`src/rtl/rprop_pkg.sv`:
```
package rprop_pkg;

    // field widths
    localparam int W_IDX     = 10;
    localparam int W_STEP    = 48;
    localparam int W_WGT     = 48;
    localparam int W_GRAD    = 32;
    localparam int W_GAIN    = 16;
    localparam int W_REL     = 32;
    localparam int W_CFG_IDX = 3;

    // shared multiplier: 24 x 32 unsigned
    localparam int W_HALF    = 24;
    localparam int W_MUL_B   = 32;
    localparam int W_PROD    = W_HALF + W_MUL_B;
    localparam int W_GPROD   = W_HALF + W_GAIN;
    localparam int W_WIDE    = 64;
    localparam int GAIN_FRAC = 14;
    localparam int REL_FRAC  = 16;
    localparam int MUL_STEPS = 6;
    localparam int W_MUL_K   = 3;

    // configuration register indexes
    typedef logic [W_CFG_IDX-1:0] t_cfg_idx;
    localparam t_cfg_idx CFG_INCR_GAIN = 3'd0;
    localparam t_cfg_idx CFG_DECR_GAIN = 3'd1;
    localparam t_cfg_idx CFG_STEP_MAX  = 3'd2;
    localparam t_cfg_idx CFG_STEP_MIN  = 3'd3;
    localparam t_cfg_idx CFG_STEP_INIT = 3'd4;
    localparam t_cfg_idx CFG_REL_MAX   = 3'd5;

    // configuration reset values
    localparam logic [W_GAIN-1:0] RST_INCR_GAIN = 16'd19661;
    localparam logic [W_GAIN-1:0] RST_DECR_GAIN = 16'd5407;
    localparam logic [W_STEP-1:0] RST_STEP_MAX  = 48'd214748364800;
    localparam logic [W_STEP-1:0] RST_STEP_MIN  = 48'd4295;
    localparam logic [W_STEP-1:0] RST_STEP_INIT = 48'd4294967296;
    localparam logic [W_REL-1:0]  RST_REL_MAX   = 32'd0;

    // saturation limits
    localparam logic [W_STEP-1:0] STEP_SAT = {W_STEP{1'b1}};
    localparam logic [W_WGT-1:0]  WGT_MAX  = {1'b0, {(W_WGT-1){1'b1}}};
    localparam logic [W_WGT-1:0]  WGT_MIN  = {1'b1, {(W_WGT-1){1'b0}}};

    // gradient sign, two's complement -1 / 0 / +1
    typedef logic [1:0] t_sign;
    localparam t_sign SIGN_ZERO = 2'b00;
    localparam t_sign SIGN_POS  = 2'b01;
    localparam t_sign SIGN_NEG  = 2'b11;

    // multiplier slots
    typedef logic [W_MUL_K-1:0] t_mul_k;
    localparam t_mul_k MK_GAIN_LO = 3'd0;
    localparam t_mul_k MK_GAIN_HI = 3'd1;
    localparam t_mul_k MK_REL_LO  = 3'd2;
    localparam t_mul_k MK_REL_HI  = 3'd3;
    localparam t_mul_k MK_THR_LO  = 3'd4;
    localparam t_mul_k MK_THR_HI  = 3'd5;

    typedef struct packed {
        logic [W_IDX-1:0]         index;
        logic signed [W_WGT-1:0]  weight;
        logic signed [W_GRAD-1:0] gradient;
        logic                     last;
    } t_item;

    typedef struct packed {
        logic signed [W_WGT-1:0] new_weight;
        logic [W_STEP-1:0]       new_step;
        logic                    sweep_end;
        logic                    converged;
    } t_result;

    // one word of the element store
    typedef struct packed {
        logic              valid;
        t_sign             sign;
        logic [W_STEP-1:0] step;
    } t_entry;

    typedef enum logic [2:0] {
        S_CLEAR,
        S_IDLE,
        S_MUL,
        S_COMB,
        S_SEL,
        S_FIN
    } t_state;

    typedef struct packed {
        logic accept;
        logic clr_begin;
        logic clr_run;
        logic mul_run;
        logic comb;
        logic sel;
        logic fin;
    } t_dp_cmd;

    typedef struct packed {
        logic clr_pend;
        logic clr_last;
        logic mul_last;
    } t_dp_stat;

endpackage

```
`src/rtl/rprop_ctrl.sv`:
```
module rprop_ctrl import rprop_pkg::*; (
    input  logic     i_clk,
    input  logic     i_rst_n,
    input  logic     i_start,
    input  t_dp_stat i_stat,
    output t_dp_cmd  o_cmd,
    output logic     o_busy
);

    t_state r_state;
    t_state n_state;

    // state register, clearing pass after reset
    always_ff @(posedge i_clk) begin
        if (!i_rst_n) begin
            r_state <= S_CLEAR;
        end else begin
            r_state <= n_state;
        end
    end

    // next state
    always_comb begin
        n_state = r_state;
        unique case (r_state)
            S_CLEAR: begin
                if (i_stat.clr_pend) begin
                    n_state = S_CLEAR;
                end else if (i_stat.clr_last) begin
                    n_state = S_IDLE;
                end
            end
            S_IDLE: begin
                if (i_stat.clr_pend) begin
                    n_state = S_CLEAR;
                end else if (i_start) begin
                    n_state = S_MUL;
                end
            end
            S_MUL: begin
                if (i_stat.mul_last) begin
                    n_state = S_COMB;
                end
            end
            S_COMB:  n_state = S_SEL;
            S_SEL:   n_state = S_FIN;
            S_FIN:   n_state = S_IDLE;
            default: n_state = S_CLEAR;
        endcase
    end

    // commands to the datapath
    always_comb begin
        o_cmd           = '0;
        o_cmd.accept    = (r_state == S_IDLE) && !i_stat.clr_pend && i_start;
        o_cmd.clr_begin = ((r_state == S_IDLE) || (r_state == S_CLEAR)) && i_stat.clr_pend;
        o_cmd.clr_run   = (r_state == S_CLEAR);
        o_cmd.mul_run   = (r_state == S_MUL);
        o_cmd.comb      = (r_state == S_COMB);
        o_cmd.sel       = (r_state == S_SEL);
        o_cmd.fin       = (r_state == S_FIN);
        o_busy          = (r_state != S_IDLE) || i_stat.clr_pend;
    end

endmodule

```
`config.mk`:
```
export PLATFORM = sky130hd
export DESIGN_NAME = rprop_ctrl
export DESIGN_NICKNAME = d
export VERILOG_FILES = /design/src/rtl/rprop_pkg.sv /design/src/rtl/rprop_ctrl.sv
export SDC_FILE = /design/constraint.sdc
export NUM_CORES = 1
export LEC_CHECK = 0
export ABC_CLOCK_PERIOD_IN_PS = 3600
export BUFFER_PORTS_ARGS = -buffer_cell sky130_fd_sc_hd__buf_4
export CAP_MARGIN = 25
export CORE_AREA = 5 5 42 44
export CTS_BUF_LIST = sky130_fd_sc_hd__clkbuf_4
export DETAILED_ROUTE_END_ITERATION = 12
export DIE_AREA = 0 0 47 49
export GPL_ROUTABILITY_DRIVEN = 0
export PLACE_DENSITY_LB_ADDON = 0.3
export REMOVE_ABC_BUFFERS = 1
export SETUP_SLACK_MARGIN = 0.4
export SYNTH_ARGS = -nofsm -noshare
export SYNTH_HDL_FRONTEND = slang
export SYNTH_SLANG_ARGS = --single-unit
```
`constraint.sdc`:
```
create_clock -name i_clk -period 3.6 [get_ports i_clk]
set_clock_uncertainty 0.15 [all_clocks]
set_input_delay 0.36 -clock i_clk [delete_from_list [all_inputs] [get_ports i_clk]]
set_output_delay 0.36 -clock i_clk [all_outputs]
set_load 0.03 [all_outputs]
```
After elaboration in Yosys (flattened, before gate mapping) --
Cells that the tools add are included.
Operators by class: equal/unequal tests 9, muxes and demuxes 6, reduce and logical (&&, ||, !) cells 8
Operators by type and width (count):
- $pmux 3 s6 | 1
- $mux 3 | 5
- $eq 3x2->1 const B | 2
- $eq 3x3->1 const B | 2
- $ne 3x3->1 const B | 2
- $eq 3x1->1 const B | 1
- $logic_and 1x1->1 | 3
- $logic_not 3->1 | 1
- $ne 3x1->1 const B | 1
- $reduce_and 3->1 | 1
- $logic_or 1x1->1 | 2
- $ne 2x2->1 const B | 1
- $logic_not 1->1 | 1
Word-level totals: register bits 3, input port bits 6, output and inout port bits 8

Logic depth before layout (Yosys ltp) --
Gate-level depths: netlist of the first run.
depth in word-level cells 3, mapped depth 4, depth with buffers taken out 3

Worst setup path before layout of the first run --
Ideal clock, no wire load.
path type flip-flop to output port, start register r_state[1], end output o_cmd[2] (netlist bit), arrival 1.323 ns, required time 3.090 ns, path slack 1.767 ns, stages on the path, launching flop included 3, buffers on the path 0, cell sequence dfxtp_1 -> inv_2 -> nor3b_1
RTL lines:
- start, declared | RTL line rprop_ctrl.sv:10 | t_state r_state;
- start signal, assigned | RTL line rprop_ctrl.sv:18 | r_state <= n_state;
- end, declared | RTL line rprop_ctrl.sv:6 | output t_dp_cmd o_cmd,

==> results of run 1 <==
==> area by class of cell <==
cell class	count	area [sq um]	area share, %
Clock buffer	4	30.0	8.70
Inverter	2	7.51	2.17
Multi-Input combinational cell	16	130	37.7
Timing Repair Buffer	13	97.6	28.3
Tap cell	16	20.0	5.80
Sequential cell	3	60.1	17.4
==> synth_stat cells <==
master and number:
dfxtp_1 3, and3_2 1, nor3_1 2, o21ai_0 1, buf_6 1, nor3b_1 3, o41ai_1 1, o31ai_1 1
nand3b_1 1, nor2b_1 1, nor4b_4 1, inv_1 1, mux2i_1 1, and2_1 1, o21a_1 2, inv_2 1
==> layer usage <==
layer / vias up / global-route usage, %
met1: 90 / 9.01
met2: 16 / 5.20
met3: 0 / 3.32
met4: 0 / 6.91
met5: - / 0
li1: 112 / -
==> stage by stage <==
| step | power, mW | utilization (%) | setup slack (ns) | std cells | hold WS (ns) |
|---|---|---|---|---|---|
| 3_5_place_dp | 0.0592 | 22.5 | 1.99 | 50 | 0.448 |
| 4_1_cts | 0.130 | 24.6 | 1.72 | 54 | 0.196 |
| 6_report | 0.126 | 24.6 | 1.74 | 54 | 0.206 |
| 5_1_grt | 0.134 | 24.6 | 1.63 | 54 | 0.212 |
| 3_3_place_gp | 0.0592 | 22.5 | 1.99 | 50 | 0.450 |
| 2_1_floorplan | 0.0485 | - | 1.77 | 21 | 0.328 |
==> how the worst max path moves through the flow <==
stage,from,end
floorplan,r_state[1],o_cmd[2]
global placement,i_stat[2],o_cmd[6]
detailed placement,i_stat[2],o_cmd[6]
CTS,r_state[2],o_cmd[6]
global route,r_state[0],o_cmd[6]
finish,r_state[2],o_cmd[6]
==> worst max-delay path: cells and delay by family, from the launching register on <==
family / cells / cell delay [ns]
buffers and inverters: 1 / 0.16
flip-flops: 1 / 0.41
AND/OR/NAND/NOR: 2 / 0.54
==> power breakdown <==
part,switching (mW),internal [mW]
logic,0.0109,0.0108
clock network,0.0185,0.0491
registers,0.00232,0.0345
total,0.0317,0.0945
==> cells in the final DEF (no fill, tap or decap), drive strengths merged <==
| cell type | instances |
|---|---|
| and2 | 1 |
| and3 | 1 |
| buf | 13 |
| clkbuf | 4 |
| dfxtp | 3 |
| inv | 2 |
| mux2i | 1 |
| nand3b | 1 |
| nor2b | 1 |
| nor3 | 2 |
| nor3b | 3 |
| nor4b | 1 |
| o21a | 2 |
| o21ai | 1 |
| o31ai | 1 |
| o41ai | 1 |
==> cells by family after synthesis <==
kind of cell	after synthesis	synth area share [%]
and+or+nand+nor	10	40.1
AOI/OAI and AO/OA	5	17.4
DFF	3	28.7
buffers and inverters	3	8.98
muxes	1	4.79
==> summary.txt, run 1 <==
Status - complete, no violations
CP peak stage delay - 0.41 ns
Hold_sp - i_rst_n
Total negative slack - 0 ns
Synthesized area - 209 sq um
Die W - 47 um
Kind of critical path - register to output port
Cell area power density - 365 nW/um^2
Biggest register - r_state
Vias per cell - 4.04
Final min period - 1.86 ns
Synth area leaders - dfxtp_1 (29%), nor4b_4 (11%), nor3b_1 (11%)
CP Cell Sequence - nor4b_4 > and2_1 > buf_4
Final setup viols - 0
Initial antenna violation count - 0
Area after DPL - 315 sq um
Maximum clock rate - 536 MHz
Hold worst-path end - r_state[2]
Worst-skew pair later-pin latency - 0.24 ns
Clock sink count - 3
WL per Instance - 10.6 um
Slew at the pin closest to its max-slew limit - 0.377 ns
Syn-to-layout area delta - 65.3%
Final count of hold timing violations - 0
M1 WL - 303 um
Uppermost routed layer - met3
Crit start category - register
Synth unique cells - 16
Reg2reg start - r_state[1]
Core outline area - 1400 sq um
Max Cap Viol - 0
First-pass GRT wire length - 945 um
FF+latch count, synth - 3
CP endpoint kind - output port
Largest regs - r_state: 3 flops
CTS Root Cell - clkbuf_4
Unrepaired setup endpoints after global routing - false
Layout Nets - 45
Slew HR - 74.8%
Initial DRC Count - 2
FILL cells - 162
Min-delay worst type - input pin to register
End of the worst register-to-register path - r_state[0]
Top Ports - 14
Num CTS Buffers - 3
Via count - 218
Detailed Route WL - 572 um
Starting Density - 14.9%
CP required - 3.09 ns
Die area - 2300 sq um
Antenna Nets Post-Route - 0
Post-route cell area - 345 sq um
CTS tree - built
Metal2 WL - 173 um
Max clock buf depth - 2
PortBufs - 13
R2r setup slk - 2.32 ns
Post-CTS Resized - 0
Max reg flops - 3
Vias in the first global route - 220
Register area share after synthesis - 28.7%
Residual DRC - 0
Total grt overflow - 0
DR WL met3 - 95 um
Gr usage total - 6.20%
Worst IR Drop VDD - 0.0972 mV
Die height - 49 um
Post-synth top area share - 28.7%
CTS clk-pin slew, worst paths - 0.04 ns
Final Slew Violations - 0
Mean post-synth cell area - 9.50 sq um
Synth Instances - 22
First drt pass iteration count - 4
Largest area contributor in the netlist - dfxtp_1
Yosys warnings - 0
Final HPWL from detailed placement - 437 um
Postcts setup bufs - 0
Std-Cell Rows - 14
Largest net degree at the start of global routing - 11
Crit path max-delay cell type - dfxtp_1
Worst R2R Path Depth - 3
Final worst path period share - 51.8%
Fraction of layout cells with a size suffix above 1 - 52.6%
Crit-path max FO - 10
CP arrival - 1.35 ns
Leakage power - 0.144 nW
Worst hold path cell count - 2
Diode count - 0
CTS Hold Buffers Added - 0
Htree depth - 1
Note: power is estimated with default switching activity, not from simulation.
==> inputs of run 2 (changes only) <==
--- a/config.mk
+++ b/config.mk
@@ -5,7 +5,7 @@
 export SDC_FILE = /design/constraint.sdc
 export NUM_CORES = 1
 export LEC_CHECK = 0
-export ABC_CLOCK_PERIOD_IN_PS = 3600
+export ABC_CLOCK_PERIOD_IN_PS = 1900
 export BUFFER_PORTS_ARGS = -buffer_cell sky130_fd_sc_hd__buf_4
 export CAP_MARGIN = 25
 export CORE_AREA = 5 5 42 44
==> constraint.sdc (replaced) <==
create_clock -name i_clk -period 1.9 [get_ports i_clk]
set_clock_uncertainty 0.15 [all_clocks]
set_input_delay 0.19 -clock i_clk [delete_from_list [all_inputs] [get_ports i_clk]]
set_output_delay 0.19 -clock i_clk [all_outputs]
set_load 0.03 [all_outputs]
==> run 2 against run 1 <==
Compared with the run above:
- count of clock-buffer cells in the layout unchanged
- critical path depth unchanged
- global-route usage up 1.6 points
- via count up 13%
- cell area up 22%
- first-iteration DRC count up 100%
- non-clock buffer count up 4
- register-to-register slack worse by 1.7 ns
- largest cell class unchanged
- flip-flop and latch count unchanged
==> summary.txt, run 2 (synthesized netlist as in run 1, its figures left out) <==
Final count of hold timing violations - 0
Vias per cell - 4.24
Area after DPL - 315 sq um
Initial DRC Count - 4
Largest net degree at the start of global routing - 9
Unrepaired setup endpoints after global routing - true
Final core utilization - 30.2%
CTS tree - built
Total negative slack - 0 ns
Starting Density - 14.9%
Fin cells - 58
Die W - 47 um
Max reg flops - 3
Biggest register - r_state
Final setup viols - 0
Die area - 2300 sq um
Clock sink count - 3
Status - complete, no violations
Hold worst-path end - r_state[2]
Post-route cell area - 423 sq um
Leakage power - 0.174 nW
Diode count - 0
Crit start category - register
Crit-path max FO - 5
CP peak stage delay - 0.36 ns
Slew HR - 82.3%
Largest regs - r_state: 3 flops
Detailed Route WL - 681 um
CP Cell Sequence - nor4b_4 > and2_4 > buf_6
Worst IR Drop VDD - 0.208 mV
Die height - 49 um
Max clock buf depth - 2
Num CTS Buffers - 3
Final Slew Violations - 0
Slew at the pin closest to its max-slew limit - 0.262 ns
Std-Cell Rows - 14
Most common cell after layout, fill and taps aside - buf_4
Worst R2R Path Depth - 4
Cell area power density - 571 nW/um^2
Final HPWL from detailed placement - 462 um
FILL cells - 162
Final min period - 1.58 ns
Worst hold path cell count - 2
Htree depth - 1
Reg2reg start - r_state[2]
Final worst path period share - 83.3%
Maximum clock rate - 632 MHz
Top Ports - 14
PortBufs - 13
R2r setup slk - 0.61 ns
Crit path max-delay cell type - dfxtp_4
Residual DRC - 0
Core outline area - 1400 sq um
Placed cell count - 50
CTS Hold Buffers Added - 0
WL per Instance - 11.7 um
Antenna Nets Post-Route - 0
Worst-skew pair later-pin latency - 0.23 ns
Hold_sp - i_rst_n
Power Total - 0.242 mW
Kind of critical path - register to output port
Layout Nets - 49
Initial antenna violation count - 0
Pre-CTS setup slack - 0.453 ns
First drt pass iteration count - 4
Fraction of layout cells with a size suffix above 1 - 71.4%
CP endpoint kind - output port
First-pass GRT wire length - 1.24 mm
Min-delay worst type - input pin to register
CP arrival - 1.24 ns
Hold slack final - 0.0335 ns
CP required - 1.56 ns
CTS clk-pin slew, worst paths - 0.04 ns
Max Cap Viol - 0
CTS Root Cell - clkbuf_4
Gr usage total - 7.82%
Final worst slack - 0.318 ns
Vias in the first global route - 277
Via count - 246
Syn-to-layout area delta - 102%
Commonest non-fill, non-tap cells in the layout - buf_4 (14), clkbuf_4 (4), buf_6 (3), dfxtp_4 (3)
Total grt overflow - 0
End of the worst register-to-register path - r_state[1]
-- run 2: cell types whose count changed in the layout (fill, tap and decap cells not counted) --
| cell | previous run | this run |
|---|---|---|
| nor3b_1 | 3 | 2 |
| buf_4 | 13 | 14 |
| nor3_1 | 2 | 1 |
| dfxtp_4 | 0 | 3 |
| buf_6 | 0 | 3 |
| and2_4 | 0 | 1 |
| and2_1 | 1 | 0 |
| nor3_4 | 0 | 1 |
| nor3b_4 | 0 | 1 |
| dfxtp_1 | 3 | 0 |
-- run 2: critical path: cells and delay by family (launching register included) --
family        cells  cell delay [ns]
buf+inv           1             0.12
flops             1             0.36
simple gates      2             0.53
-- run 2: final cells by class --
class / count / area, sq um / share of cell area, %
Clock buffer: 4 / 30.0 / 7.10
Multi-Input combinational cell: 16 / 155 / 36.7
Sequential cell: 3 / 71.3 / 16.9
Tap cell: 16 / 20.0 / 4.73
Timing Repair Buffer: 17 / 139 / 32.8
Inverter: 2 / 7.51 / 1.78
-- run 2: power by group --
part	leakage, nW	switching [mW]	total [mW]	internal, mW
clock	0.0184	0.0342	0.127	0.0930
sequential	0.0267	0.00494	0.0677	0.0628
combinational	0.128	0.0226	0.0467	0.0241
total	0.174	0.0617	0.242	0.180
-- run 2: worst max-delay path by stage --
| stage | start | end |
|---|---|---|
| after global placement | r_state[0] | o_cmd[6] |
| after CTS | r_state[2] | o_cmd[6] |
| final | r_state[2] | o_cmd[6] |
| after global routing | r_state[2] | o_cmd[6] |
| after floorplan | r_state[2] | r_state[2] |
| after detailed placement | r_state[2] | o_cmd[6] |
-- run 2: per-layer routing --
layer / wire length [um] / GRT usage (%) / up-vias
li1: - / - / 123
met1: 299 / 9.45 / 105
met2: 247 / 8.37 / 16
met3: 130 / 5.90 / 2
met4: 4 / 6.91 / 0
met5: 0 / 0 / -
-- run 2: timing repair --
action,CTS,global route
pin swaps,2,0
gates resized for setup,9,5
setup buffers,4,0
endpoints found under the setup margin,6,6
endpoints found under the hold margin,0,0
